### src/fatce_pkg.sv
`timescale 1ns / 1ps
// ----------------------------------------------------------------------------
// FAT32 cluster chain engine package
// Shared widths, codes, packing positions and types.
// ----------------------------------------------------------------------------
package fatce_pkg;

    // Table geometry
    localparam int TABLE_ENTRIES      = 4096;
    localparam int ENTRIES_PER_SECTOR = 128;
    localparam int TBL_AW             = $clog2(TABLE_ENTRIES);
    localparam int TBL_CW             = TBL_AW + 1;
    localparam int EPS_SH             = $clog2(ENTRIES_PER_SECTOR);

    // Field widths
    localparam int CLU_W  = 12;
    localparam int WORD_W = 32;
    localparam int SPC_W  = 8;
    localparam int FUNC_W = 2;
    localparam int STAT_W = 2;
    localparam int CIDX_W = 2;

    // Stream packing
    localparam int IN_CLU_LSB   = 0;
    localparam int IN_VAL_LSB   = IN_CLU_LSB + CLU_W;
    localparam int IN_TDATA_W   = ((IN_VAL_LSB + WORD_W + 7) / 8) * 8;
    localparam int OUT_SEC_LSB  = 0;
    localparam int OUT_CLU_LSB  = OUT_SEC_LSB + WORD_W;
    localparam int OUT_FSEC_LSB = OUT_CLU_LSB + CLU_W;
    localparam int OUT_PAD_LSB  = OUT_FSEC_LSB + WORD_W;
    localparam int OUT_TDATA_W  = ((OUT_PAD_LSB + 7) / 8) * 8;
    localparam int OUT_PAD_W    = OUT_TDATA_W - OUT_PAD_LSB;

    // Command queue depth
    localparam int Q_DEPTH = 2;
    localparam int Q_AW    = $clog2(Q_DEPTH);

    // Constants
    localparam logic [WORD_W-1:0] FULL_ENTRY     = '1;
    localparam logic [WORD_W-1:0] END_MARKER_RST = 32'h0FFF_FFF8;
    localparam logic [SPC_W-1:0]  SPC_RST        = 8'd1;
    localparam logic [WORD_W-1:0] CLU_BIAS       = 32'd2;
    localparam logic [WORD_W-1:0] CLU_MAX        = WORD_W'((1 << CLU_W) - 1);
    localparam logic [WORD_W-1:0] TBL_LIMIT      = WORD_W'(TABLE_ENTRIES);

    typedef enum logic [FUNC_W-1:0] {
        FN_LOAD  = 2'd0,
        FN_START = 2'd1,
        FN_NEXT  = 2'd2,
        FN_ALLOC = 2'd3
    } func_t;

    typedef enum logic [STAT_W-1:0] {
        ST_OK    = 2'd0,
        ST_END   = 2'd1,
        ST_FULL  = 2'd2,
        ST_RANGE = 2'd3
    } status_t;

    typedef enum logic [CIDX_W-1:0] {
        CFG_DATA_START = 2'd0,
        CFG_FAT_START  = 2'd1,
        CFG_SPC        = 2'd2,
        CFG_END_MARKER = 2'd3
    } cfg_idx_t;

    typedef enum logic [2:0] {
        BK_IDLE,
        BK_MUL,
        BK_ADD,
        BK_FOLLOW,
        BK_SCAN,
        BK_DONE
    } bk_state_t;

    // Configuration as seen by the execution side
    typedef struct packed {
        logic [WORD_W-1:0] data_start;
        logic [WORD_W-1:0] fat_start;
        logic [SPC_W-1:0]  spc_eff;
        logic [WORD_W-1:0] end_marker;
    } cfg_t;

    // One queued command
    typedef struct packed {
        func_t              func;
        logic [CLU_W-1:0]   cluster;
        logic [WORD_W-1:0]  value;
    } item_t;

    // One result
    typedef struct packed {
        logic [WORD_W-1:0] sector;
        logic [CLU_W-1:0]  cluster_out;
        logic [WORD_W-1:0] fat_sector;
        status_t           status;
    } res_t;

endpackage

### src/fatce_front.sv
`timescale 1ns / 1ps
// ----------------------------------------------------------------------------
// FAT32 chain engine front end
// Holds the configuration registers and unpacks incoming items for the queue.
// ----------------------------------------------------------------------------
module fatce_front
    import fatce_pkg::*;
(
    input  logic                  clk,
    input  logic                  rst_n,
    input  logic                  cfg_we,
    input  logic [CIDX_W-1:0]     cfg_index,
    input  logic [WORD_W-1:0]     cfg_wdata,
    input  logic                  s_tvalid,
    output logic                  s_tready,
    input  logic [IN_TDATA_W-1:0] s_tdata,
    input  logic [FUNC_W-1:0]     s_tuser,
    input  logic                  q_full,
    output logic                  push,
    output item_t                 push_item,
    output cfg_t                  cfg
);

    logic [WORD_W-1:0] data_start_reg;
    logic [WORD_W-1:0] fat_start_reg;
    logic [SPC_W-1:0]  spc_reg;
    logic [WORD_W-1:0] end_marker_reg;

    // Configuration register writes.
    always_ff @(posedge clk or negedge rst_n)
    begin
        if (!rst_n)
        begin
            data_start_reg <= '0;
            fat_start_reg  <= '0;
            spc_reg        <= SPC_RST;
            end_marker_reg <= END_MARKER_RST;
        end
        else if (cfg_we)
        begin
            unique case (cfg_idx_t'(cfg_index))
                CFG_DATA_START: data_start_reg <= cfg_wdata;
                CFG_FAT_START:  fat_start_reg  <= cfg_wdata;
                CFG_SPC:        spc_reg        <= cfg_wdata[SPC_W-1:0];
                CFG_END_MARKER: end_marker_reg <= cfg_wdata;
                default:        ;
            endcase
        end
    end

    // A zero cluster size behaves as one sector per cluster.
    always_comb
    begin
        cfg.data_start = data_start_reg;
        cfg.fat_start  = fat_start_reg;
        cfg.spc_eff    = (spc_reg == '0) ? SPC_RST : spc_reg;
        cfg.end_marker = end_marker_reg;
    end

    // Accept whenever the queue has room and decode the item kind.
    assign s_tready          = !q_full;
    assign push              = s_tvalid && !q_full;
    assign push_item.func    = func_t'(s_tuser);
    assign push_item.cluster = s_tdata[IN_CLU_LSB +: CLU_W];
    assign push_item.value   = s_tdata[IN_VAL_LSB +: WORD_W];

endmodule

### config.mk
export PLATFORM = sky130hd
export DESIGN_NAME = fatce_front
export DESIGN_NICKNAME = d
export VERILOG_FILES = /design/src/fatce_pkg.sv /design/src/fatce_front.sv
export SDC_FILE = /design/constraint.sdc
export NUM_CORES = 1
export LEC_CHECK = 0
export BUFFER_PORTS_ARGS = -buffer_cell sky130_fd_sc_hd__buf_2
export CAP_MARGIN = 25
export CORE_MARGIN = 4
export CORE_UTILIZATION = 45
export CTS_BUF_LIST = sky130_fd_sc_hd__clkbuf_4 sky130_fd_sc_hd__clkbuf_8
export CTS_CLUSTER_SIZE = 10
export DETAILED_ROUTE_END_ITERATION = 7
export GPL_TIMING_DRIVEN = 0
export PLACE_DENSITY_LB_ADDON = 0.12
export SETUP_SLACK_MARGIN = 0.1
export SYNTH_ARGS = -nofsm -noshare
export SYNTH_HDL_FRONTEND = slang
export SYNTH_SLANG_ARGS = --single-unit
### constraint.sdc
create_clock -name clk -period 1 [get_ports clk]
set_input_delay 0.15 -clock clk [delete_from_list [all_inputs] [get_ports clk]]
set_output_delay 0.15 -clock clk [all_outputs]
set_load 0.01 [all_outputs]
-- Word-level counts from Yosys, hierarchy flattened
Index checks and enable logic that the tools add are counted.
W data, S select, Z words.
- flip-flop bits (word level): 104
- bits of input ports: 89
- output and inout bits: 152
- logic and storage cells: 16
- reduce and logical (&&, ||, !) cells: 8
- mux-type cells: 1
- eq/ne operators: 3
- operators by type and width (kind ; count):
    $logic_not A8 Y1 ; 1
    $mux W8 ; 1
    $reduce_and A2 Y1 ; 4
    $eq A2 B2 Y1 const B ; 2
    $eq A2 B1 Y1 const B ; 1
    $logic_not A2 Y1 ; 1
    $logic_and A1 B1 Y1 ; 1
    $logic_not A1 Y1 ; 1

-- Longest topological paths before layout
- word-level depth: 2
- gate-level depth with buffers: 3
- mapped depth without buffers: 2

-- Worst setup path before layout
Ideal clock, no wire load.
- kind: in2reg
- from: in cfg_index[0]
- to: reg data_start_reg[21]
- cell stages on the path: 3
- path buffers: 1
- required time: 0.875 ns
- arrival time: 0.985 ns
- path slack: -0.109 ns
- setup time: 0.125 ns
- path through: nor3b_2 buf_4 mux2_2
- word-level cells in the longest chain between the ends: 2
- RTL lines (element ; line ; text):
    start: declaration ; fatce_front.sv:12 ; input logic [CIDX_W-1:0] cfg_index,
    $logic_not A2 Y1 ; fatce_front.sv:41 ; unique case (cfg_idx_t'(cfg_index))
    $reduce_and A2 Y1 (no source line) ; -- ;
    end signal: assignment ; fatce_front.sv:42 ; CFG_DATA_START: data_start_reg <= cfg_wdata;
    end: declaration ; fatce_front.sv:24 ; logic [WORD_W-1:0] data_start_reg;
No other way between the ends.
A chain may end at the register's enable or synchronous reset.

==> flow_summary.ini <==
[drt]
drt_iter0_drc = 66
wl_per_cell_um = 16.13
drc = 0
antenna_left = 0
first_pass_iters = 4
vias = 2973
vias_per_cell = 4.667
routed_wl_mm = 10.28

[clocking]
numCtsBuffers = 9
cts.reportedPaths.clkPinSlew_ns = 0.10
cts_buffer_depth = 2
clock_latency_ns = 0.34
numClockSinks = 104
root_buffer = clkbuf_8
htreeDepth = 3
cts_tree = built

[pwr]
ir_drop_mv = 1.052
p_leak_uw = 0.003077
p_total_uw = 11570
powerDensity_mw_per_mm2 = 1846

[place]
dpl.cell_count = 599
numPortBuffers = 190
place_congestion = 0.7262
hpwl_mm = 7.221
dp_slack_ns = -0.3859

[global_route]
grt_pass1_vias = 3064
grt_pass1_wl_mm = 15.60
antenna_found_initial = 0
grt_remaining_overflow = 0
grt.total_usage_pct = 17.48
grt_max_degree = 72

[worst_setup_path]
cpMaxStageDelayCell = dfrtp_1
cp_slowest_stage_delay_ns = 0.41
path_class = reg2out
worst-path-max-fanout = 3
critPathCaptureType = output pin
start_kind = flip-flop
arrival_ns = 1.33
ff2ff_path_depth = 3
cp.required_ns = 0.85
path_cells = nor4_2 -> a21o_1 -> buf_2

[layout]
finalCoreUtilization_pct = 67.83
insertedDiodeCount = 0
area_growth_pct = 46.03
final_cells = 637
fin_nets = 592
drive_above_1_share_pct = 82.28

[hold_path]
hp-class = in2async

[synthesis]
synth_area_leader_cell = dfrtp_1
synth_top_area_share_pct = 45.48
ys_types = 15
yosysMostFrequentCell = mux2_2
postSynthNetCount = 368
synth_area_sq_mm = 0.004292
yosysWarningCount = 0
synthArstFlopShare_pct = 100.0
ys_ff_latch = 104
synth_ff_type = dfrtp_1
synthTopCellsByCount = mux2_2 (102), dfrtp_1 (78), buf_4 (49), dfstp_2 (26), clkbuf_1 (7)
synth_edf_count = 0
synth_seq_area_share_pct = 61.40
netlist_instances = 279
synth_area_leaders = dfrtp_1 (45%), mux2_2 (27%), dfstp_2 (16%)
avgSynthCellArea_sq_um = 15.38

[timing]
setup_violations = 104
rsz0062_at_grt = yes
hold_viol_final = 28
max_freq_mhz = 676.7
skew_ns = 0
holdWs_ns = -0.2683
drv_slew = 0
worstMarginPinSlew_ns = 0.4510
min_period_over_period_pct = 147.8
relSlewSlack_pct = 69.93
fin_crit_ns = 1.478
fin_ws_ns = -0.4777

[run]
maxCapViolCount = 0

[outcome]
status = complete, but fails checks
failed_checks = hold timing, setup timing

[floorplanning]
rows = 35
die_h_um = 105.7
dieWidth_um = 105.7
start_util_pct = 46.45
io_pins = 241
dieArea_sq_mm = 0.01116
core_sq_mm = 0.009240
[power by group]
part           internal [uW]  switching, uW
clock                   1010           1470
combinational           2100           1350
sequential              5150            490
[final cells by class]
cell class / count / area (sq um)
tap: 129 / 161.4
clock inverter: 6 / 50.05
inverter: 1 / 3.754
multi-input combinational: 112 / 1284
clock buffer: 10 / 137.6
timing repair buffer: 215 / 1525
sequential: 104 / 2635
buffer: 60 / 470.5
fill: 699 / 2973
[metrics by stage]
step | cell area, sq um | setup TNS (ns)
floorplan | 4330 | -1.664
global placement | 5443 | -145.02
detailed placement | 5473 | -25.85
CTS | 6056 | -9.357
global route | 6267 | -11.92
finish | 6267 | -7.725
[critical path: cells and delay by family, from the launching register on]
family	cells	cell delay [ns]
AOI/OAI and AO/OA	1	0.16
buffers and inverters	1	0.12
DFF	1	0.41
and+or+nand+nor	1	0.29
[cells in the final DEF, fill, tap and decap left out]
cell type     n
mux2_1        1
inv_1         1
clkinv_4      1
nor3b_4       1
mux2_2       93
clkbuf_8     10
clkinvlp_4    1
dfstp_2      26
buf_2       138
inv_8         1
buf_8         2
nor3_1        1
buf_16        1
clkbuf_1      5
clkinv_2      1
nor4_2        1
buf_6        66
nand3_2       1
nor2b_1       1
a21o_1        1
buf_4        61
clkbuf_4      1
dfrtp_1      78
inv_6         2
buf_12        1
nand3b_1      2
mux2_4       10
[metal layers]
layer	vias up	share of wire [%]	track usage [%]
met4	0	0.68	3.885
met5	-	0	0
met1	1482	39	21.90
li1	1354	-	-
met2	129	51	29.74
met3	8	9.3	5.511
[cells by family after synthesis]
family	synth area share, %
AOI/OAI and AO/OA	0.1750
muxes	27.29
buffers and inverters	9.971
DFF	61.40
and+or+nand+nor	1.166
[path summary, 6_finish.rpt]
check                                    from            endpoint  slack (ns)
max in group asynchronous               rst_n  end_marker_reg[27]        0.54
min in group clk                cfg_wdata[25]  data_start_reg[25]        0.04
setup reg to reg             fat_start_reg[8]    fat_start_reg[8]        0.03
hold reg to reg            data_start_reg[25]  data_start_reg[25]        0.49
hold / removal                          rst_n    fat_start_reg[8]       -0.27
setup / recovery                   spc_reg[6]             cfg[32]       -0.48
[repair_timing]
| item | 4_1_cts | 5_1_grt |
|---|---|---|
| cloned | 2 | 0 |
| resized for setup | 55 | 31 |
| setup endpoints to repair | 152 | 137 |
| hold endpoints to repair | 28 | 28 |
| pin swaps | 2 | 1 |
| buffers inserted | 12 | 11 |
No activity file was read; power rests on OpenSTA's default activity.
