<file path="src/fatce_pkg.sv">
`timescale 1ns / 1ps
// ----------------------------------------------------------------------------
// FAT32 cluster chain engine package
// Shared widths, codes, packing positions and types.
// ----------------------------------------------------------------------------
package fatce_pkg;

    // Table geometry
    localparam int TABLE_ENTRIES      = 4096;
    localparam int ENTRIES_PER_SECTOR = 128;
    localparam int TBL_AW             = $clog2(TABLE_ENTRIES);
    localparam int TBL_CW             = TBL_AW + 1;
    localparam int EPS_SH             = $clog2(ENTRIES_PER_SECTOR);

    // Field widths
    localparam int CLU_W  = 12;
    localparam int WORD_W = 32;
    localparam int SPC_W  = 8;
    localparam int FUNC_W = 2;
    localparam int STAT_W = 2;
    localparam int CIDX_W = 2;

    // Stream packing
    localparam int IN_CLU_LSB   = 0;
    localparam int IN_VAL_LSB   = IN_CLU_LSB + CLU_W;
    localparam int IN_TDATA_W   = ((IN_VAL_LSB + WORD_W + 7) / 8) * 8;
    localparam int OUT_SEC_LSB  = 0;
    localparam int OUT_CLU_LSB  = OUT_SEC_LSB + WORD_W;
    localparam int OUT_FSEC_LSB = OUT_CLU_LSB + CLU_W;
    localparam int OUT_PAD_LSB  = OUT_FSEC_LSB + WORD_W;
    localparam int OUT_TDATA_W  = ((OUT_PAD_LSB + 7) / 8) * 8;
    localparam int OUT_PAD_W    = OUT_TDATA_W - OUT_PAD_LSB;

    // Command queue depth
    localparam int Q_DEPTH = 2;
    localparam int Q_AW    = $clog2(Q_DEPTH);

    // Constants
    localparam logic [WORD_W-1:0] FULL_ENTRY     = '1;
    localparam logic [WORD_W-1:0] END_MARKER_RST = 32'h0FFF_FFF8;
    localparam logic [SPC_W-1:0]  SPC_RST        = 8'd1;
    localparam logic [WORD_W-1:0] CLU_BIAS       = 32'd2;
    localparam logic [WORD_W-1:0] CLU_MAX        = WORD_W'((1 << CLU_W) - 1);
    localparam logic [WORD_W-1:0] TBL_LIMIT      = WORD_W'(TABLE_ENTRIES);

    typedef enum logic [FUNC_W-1:0] {
        FN_LOAD  = 2'd0,
        FN_START = 2'd1,
        FN_NEXT  = 2'd2,
        FN_ALLOC = 2'd3
    } func_t;

    typedef enum logic [STAT_W-1:0] {
        ST_OK    = 2'd0,
        ST_END   = 2'd1,
        ST_FULL  = 2'd2,
        ST_RANGE = 2'd3
    } status_t;

    typedef enum logic [CIDX_W-1:0] {
        CFG_DATA_START = 2'd0,
        CFG_FAT_START  = 2'd1,
        CFG_SPC        = 2'd2,
        CFG_END_MARKER = 2'd3
    } cfg_idx_t;

    typedef enum logic [2:0] {
        BK_IDLE,
        BK_MUL,
        BK_ADD,
        BK_FOLLOW,
        BK_SCAN,
        BK_DONE
    } bk_state_t;

    // Configuration as seen by the execution side
    typedef struct packed {
        logic [WORD_W-1:0] data_start;
        logic [WORD_W-1:0] fat_start;
        logic [SPC_W-1:0]  spc_eff;
        logic [WORD_W-1:0] end_marker;
    } cfg_t;

    // One queued command
    typedef struct packed {
        func_t              func;
        logic [CLU_W-1:0]   cluster;
        logic [WORD_W-1:0]  value;
    } item_t;

    // One result
    typedef struct packed {
        logic [WORD_W-1:0] sector;
        logic [CLU_W-1:0]  cluster_out;
        logic [WORD_W-1:0] fat_sector;
        status_t           status;
    } res_t;

endpackage

</file>
<file path="src/fatce_queue.sv">
`timescale 1ns / 1ps
// ----------------------------------------------------------------------------
// FAT32 chain engine command queue
// Small FIFO between the front end and the execution side.
// ----------------------------------------------------------------------------
module fatce_queue
    import fatce_pkg::*;
(
    input  logic  clk,
    input  logic  rst_n,
    input  logic  push,
    input  item_t push_item,
    output logic  full,
    input  logic  pop,
    output item_t head,
    output logic  empty
);

    item_t           slot_mem [Q_DEPTH];
    logic [Q_AW-1:0] wr_ptr_reg;
    logic [Q_AW-1:0] rd_ptr_reg;
    logic [Q_AW:0]   count_reg;
    logic            do_push;
    logic            do_pop;

    assign full    = (count_reg == (Q_AW + 1)'(Q_DEPTH));
    assign empty   = (count_reg == '0);
    assign do_push = push && !full;
    assign do_pop  = pop && !empty;
    assign head    = slot_mem[rd_ptr_reg];

    // Entry storage.
    always_ff @(posedge clk)
    begin
        if (do_push)
        begin
            slot_mem[wr_ptr_reg] <= push_item;
        end
    end

    // Pointers and fill level.
    always_ff @(posedge clk or negedge rst_n)
    begin
        if (!rst_n)
        begin
            wr_ptr_reg <= '0;
            rd_ptr_reg <= '0;
            count_reg  <= '0;
        end
        else
        begin
            if (do_push)
            begin
                wr_ptr_reg <= wr_ptr_reg + 1'b1;
            end
            if (do_pop)
            begin
                rd_ptr_reg <= rd_ptr_reg + 1'b1;
            end
            if (do_push && !do_pop)
            begin
                count_reg <= count_reg + 1'b1;
            end
            else if (do_pop && !do_push)
            begin
                count_reg <= count_reg - 1'b1;
            end
        end
    end

endmodule

</file>
<file path="config.mk">
export PLATFORM = sky130hd
export DESIGN_NAME = fatce_queue
export DESIGN_NICKNAME = d
export VERILOG_FILES = /design/src/fatce_pkg.sv /design/src/fatce_queue.sv
export SDC_FILE = /design/constraint.sdc
export NUM_CORES = 1
export LEC_CHECK = 0
export BUFFER_PORTS_ARGS = -buffer_cell sky130_fd_sc_hd__buf_2
export CORE_ASPECT_RATIO = 0.5
export CORE_UTILIZATION = 54
export CTS_BUF_LIST = sky130_fd_sc_hd__clkbuf_2 sky130_fd_sc_hd__clkbuf_4 sky130_fd_sc_hd__clkbuf_8
export CTS_CLUSTER_DIAMETER = 120
export CTS_CLUSTER_SIZE = 20
export DETAILED_ROUTE_END_ITERATION = 6
export PLACE_DENSITY_LB_ADDON = 0.12
export SLEW_MARGIN = 5
export SYNTH_ARGS = -nofsm -noshare
export SYNTH_HDL_FRONTEND = slang
export SYNTH_SLANG_ARGS = --single-unit
export TNS_END_PERCENT = 10
</file>
<file path="constraint.sdc">
create_clock -name clk -period 4.16 [get_ports clk]
set_input_delay 0.208 -clock clk [delete_from_list [all_inputs] [get_ports clk]]
set_output_delay 0.208 -clock clk [all_outputs]
set_load 0.02 [all_outputs]
</file>
[Word level (Yosys, flattened, before mapping)]
Memory sizes are Yosys's and may differ from the RTL's.
Index checks and enable logic that the tools add are counted.
Operators by class
  reduce and logical (&&, ||, !) cells: 10
  multiplexer cells: 4
  add/subtract/negate cells: 4
  equal/unequal tests: 1
Operators by type and width (count)
  logical AND 1 bit: 4
  zero test 1 bit: 4
  2-to-1 mux 2 bit: 2
  adder 1 bit, second input constant: 2
  adder 2 x 1 -> 2 bit, second input constant: 1
  == test 2 bit, second input constant: 1
  zero test 2 bit: 1
  2-to-1 mux 1 bit: 2
  nonzero test 2 bit: 1
  subtractor 2 x 1 -> 2 bit, second input constant: 1
Word-level totals
  input port bits: 50
  output and inout bits: 48
  RAM bits: 92
  memories: 1
  logic and storage cells: 23
  flip-flop bits (word level): 4
Memory list
  slot_mem: depth 2, bits a word 46, rd ports 1, clocked after memory_dff 0, wr ports 1, RTL line fatce_queue.sv:19  | item_t slot_mem [Q_DEPTH];

[Depth between registers and ports, before layout]
  word-level depth: 7
  depth in mapped cells: 7
  depth with buffers taken out: 7

[Worst setup path after synthesis]
OpenSTA, ideal clock, no wires.
  path type: register to register
  from: register count_reg[0]
  to: memory slot_mem[0][0] (netlist bit) (enable)
  required time: 3710 ps
  arrival time: 2577 ps
  cell stages (with the launch flop): 4
  setup slack: 1133 ps
  buffers on the path: 0
  clock period less this slack: 3027 ps
  setup time: 450 ps
  cell sequence: dfrtp_1 > nand2b_1 > nand2_1 > nor2_1
On the way
  cells in the longest elaborated chain, start to end: 5
RTL lines
  from (decl): RTL line fatce_queue.sv:22  | logic [Q_AW:0] count_reg;
  from (signal assigned): RTL line fatce_queue.sv:62  | count_reg <= count_reg + 1'b1;
  from (signal assigned): RTL line fatce_queue.sv:66  | count_reg <= count_reg - 1'b1;
  == test 2 bit: RTL line fatce_queue.sv:26  | assign full = (count_reg == (Q_AW + 1)'(Q_DEPTH));
  zero test 1 bit: RTL line fatce_queue.sv:28  | assign do_push = push && !full;
  logical AND 1 bit: RTL line fatce_queue.sv:28
  2-to-1 mux 1 bit: RTL line fatce_queue.sv:35  | if (do_push)
  2-to-1 mux 1 bit (not written as such): RTL line fatce_queue.sv:37  | slot_mem[wr_ptr_reg] <= push_item;
  to (decl): RTL line fatce_queue.sv:19
Every way passes these cells.

==> reports/summary.txt <==
CTS tree: done
CORE AREA: 6281 um^2
CP Capture Type: primary output
number of flip-flops in the largest register: 92
largest net degree at the start of global routing: 47
DP HPWL: 3.955 mm
Post CTS Setup Buffer Count: 0
placer congestion estimate: 0.7164
post-CTS resize count: 0
final wirelength: 5.898 mm
# nets final: 319
DRT Pass-1 Iters: 4
initial antenna violation count: 0
layout cells sized above 1: 60.07%
syn_nets: 213
area grow syn2layout: 21.14%
DR WL/cell: 16.34 um
total power draw: 3.126 mW
type of the tightest min-delay check: in -> reg
Clock Pin Slew Worst Setup and Hold Paths: 0.08 ns
Worst VDD drop: 0.4459 mV
Post-DP Area: 4210 um^2
RSZ-0062 raised after global routing: false
Cell variety after synth: 15
Clock Latency Late Sink: 0.35 ns
arrival time at the worst endpoint: 2.27 ns
Slew HR: 26.43%
DR vias: 1772
WS Path Type: reg -> out
FF+latch count, synth: 96
gr usage total: 17.84%
synth warn: 0
Req. time, crit path: 3.95 ns
initial DRC count: 101
f_max: 0.4030 GHz
mapped cell area: 3640 um^2
TritonCTS buffer count: 9
TritonCTS Sinks: 96
Clock Skews: 0.006082 ns
syn avg cell area: 22.47 um^2
post-synthesis compound-gate area fraction: 0.1375%
period utilisation layout: 59.65%
PwrDens: 709.0 nW/um^2
Pleak: 1.765 nW
CTS Buffer Depth: 2
Post-CTS Hold Buffers: 1
clock root cell: clkbuf_8
CP startpoint kind: register
first-pass GRT wire length: 8.873 mm
Least-Margin Pin Slew: 1.104 ns
Final Instance Area: 4409 um^2
Post-Synth XOR/XNOR Area: 1.203%
slack of the critical path: 1.679 ns
largest family of logic cells by synthesized area: multiplexers
initial cell density of the core: 57.95%
max-slew violations: 0
H-tree levels: 3
Die Y: 60.06 um
sequential area share after synthesis: 78.65%
vias in the first global route: 1739
ANT cells: 0
status: finished clean
post-synthesis adder-cell area fraction: 0.3438%
GRT overflow: 0
Final ANT Viol Nets: 0
min Tclk post-route: 2.481 ns
Max-Cap Viols: 0
cell count after synthesis: 162
Chip Width: 118.1 um
input/output buffers: 97
mux contribution to synthesized area: 17.33%
# IOs: 98
Vias/cell: 4.909
setup tns final: 0 ns
Final Hold Vio Count: 0
Post-Synth Simple-Gate Area: 0.7563%
Max FO, Critical Path: 34
pre-CTS setup slack: 2.040 ns
Finish-stage setup viols: 0
Remaining DRCs: 0
die area: 7093 um^2
row count: 20
worst paths after layout:
check	from	slack, ns	end	depth (start not counted)
worst min-delay path	push_item[1]	0.04	slot_mem[1][1]$_DFFE_PP_	1
worst min register to register	count_reg[1]$_DFFE_PN0P_	0.52	count_reg[1]$_DFFE_PN0P_	1
max in group asynchronous	rst_n	3.84	rd_ptr_reg$_DFFE_PN0P_	2
min in group asynchronous	rst_n	0.19	wr_ptr_reg$_DFFE_PN0P_	2
worst max-delay path	rd_ptr_reg$_DFFE_PN0P_	1.68	head[36]	3
worst max register to register	count_reg[0]$_DFFE_PN0P_	2.09	slot_mem[0][24]$_DFFE_PP_	4
final cells by class:
class | count | area (um^2)
Sequential cell | 96 | 2864
Clock buffer | 16 | 188.9
Timing Repair Buffer | 100 | 510.5
Tap cell | 88 | 110.1
Multi-Input combinational cell | 59 | 728.2
Inverter | 2 | 7.507
Fill cell | 425 | 1872
routing by layer:
metal	global-route usage, %	share of wire [%]
met1	20.91	41
met2	29.33	49
met3	7.729	7.4
met4	8.242	1.7
met5	0	0
cells in the mapped netlist, drive strengths merged:
cell / instances / area share, %
and3: 1 / 0.17
buf: 5 / 1.4
dfrtp: 4 / 2.8
edfxtp: 92 / 76
ha: 1 / 0.34
inv: 2 / 0.21
mux2: 46 / 17
nand2: 1 / 0.10
nand2b: 1 / 0.17
nor2: 3 / 0.31
o21ai: 1 / 0.14
xnor2: 3 / 0.72
xor2: 2 / 0.48
power by group:
part,leakage (nW),total [mW],internal [mW],switching [mW]
Combinational,0.763,1.09,0.498,0.592
Sequential,0.900,1.47,1.33,0.144
Clock,0.102,0.565,0.285,0.281
Total,1.77,3.13,2.11,1.02
through the flow:
| step | hold WS (ns) | instances | util [%] |
|---|---|---|---|
| after detailed placement | 0.02038 | 344 | 67.03 |
| final | 0.03567 | 361 | 70.20 |
| after CTS | 0.01239 | 361 | 70.20 |
| after global placement | 0.01464 | 344 | 67.03 |
| after floorplan | -0.08759 | 162 | - |
| after global routing | 0.009061 | 361 | 70.20 |
placed cells by master (no fill, tap or decap):
master         synthesis  layout
and3_2                 0       1
buf_2                  1      97
buf_4                  0       2
clkbuf_4               0       5
clkbuf_8               0      11
dfrtp_1                4       3
dfrtp_2                0       1
dlygate4sd3_1          0       1
edfxtp_1              92      92
ha_1                   1       1
inv_1                  2       2
mux2_2                16      16
mux2_4                30      30
nand2_1                1       1
nand2b_1               1       1
nor2_1                 3       2
nor2_4                 0       1
o21ai_0                1       1
xnor2_1                3       3
xor2_1                 2       2
worst max-delay path, stage by stage (launching register included):
cell and delay [ns]:
dfrtp_2 0.97, buf_4 0.42, mux2_4 0.33, buf_2 0.16
logic make-up after synthesis:
| logic type | Yosys count |
|---|---|
| compound gates | 1 |
| xor+xnor | 5 |
| fa+ha+maj | 1 |
| buf+inv | 7 |
| flops | 96 |
| mux | 46 |
| simple gates | 6 |
Power figures use the tool's default switching activity.
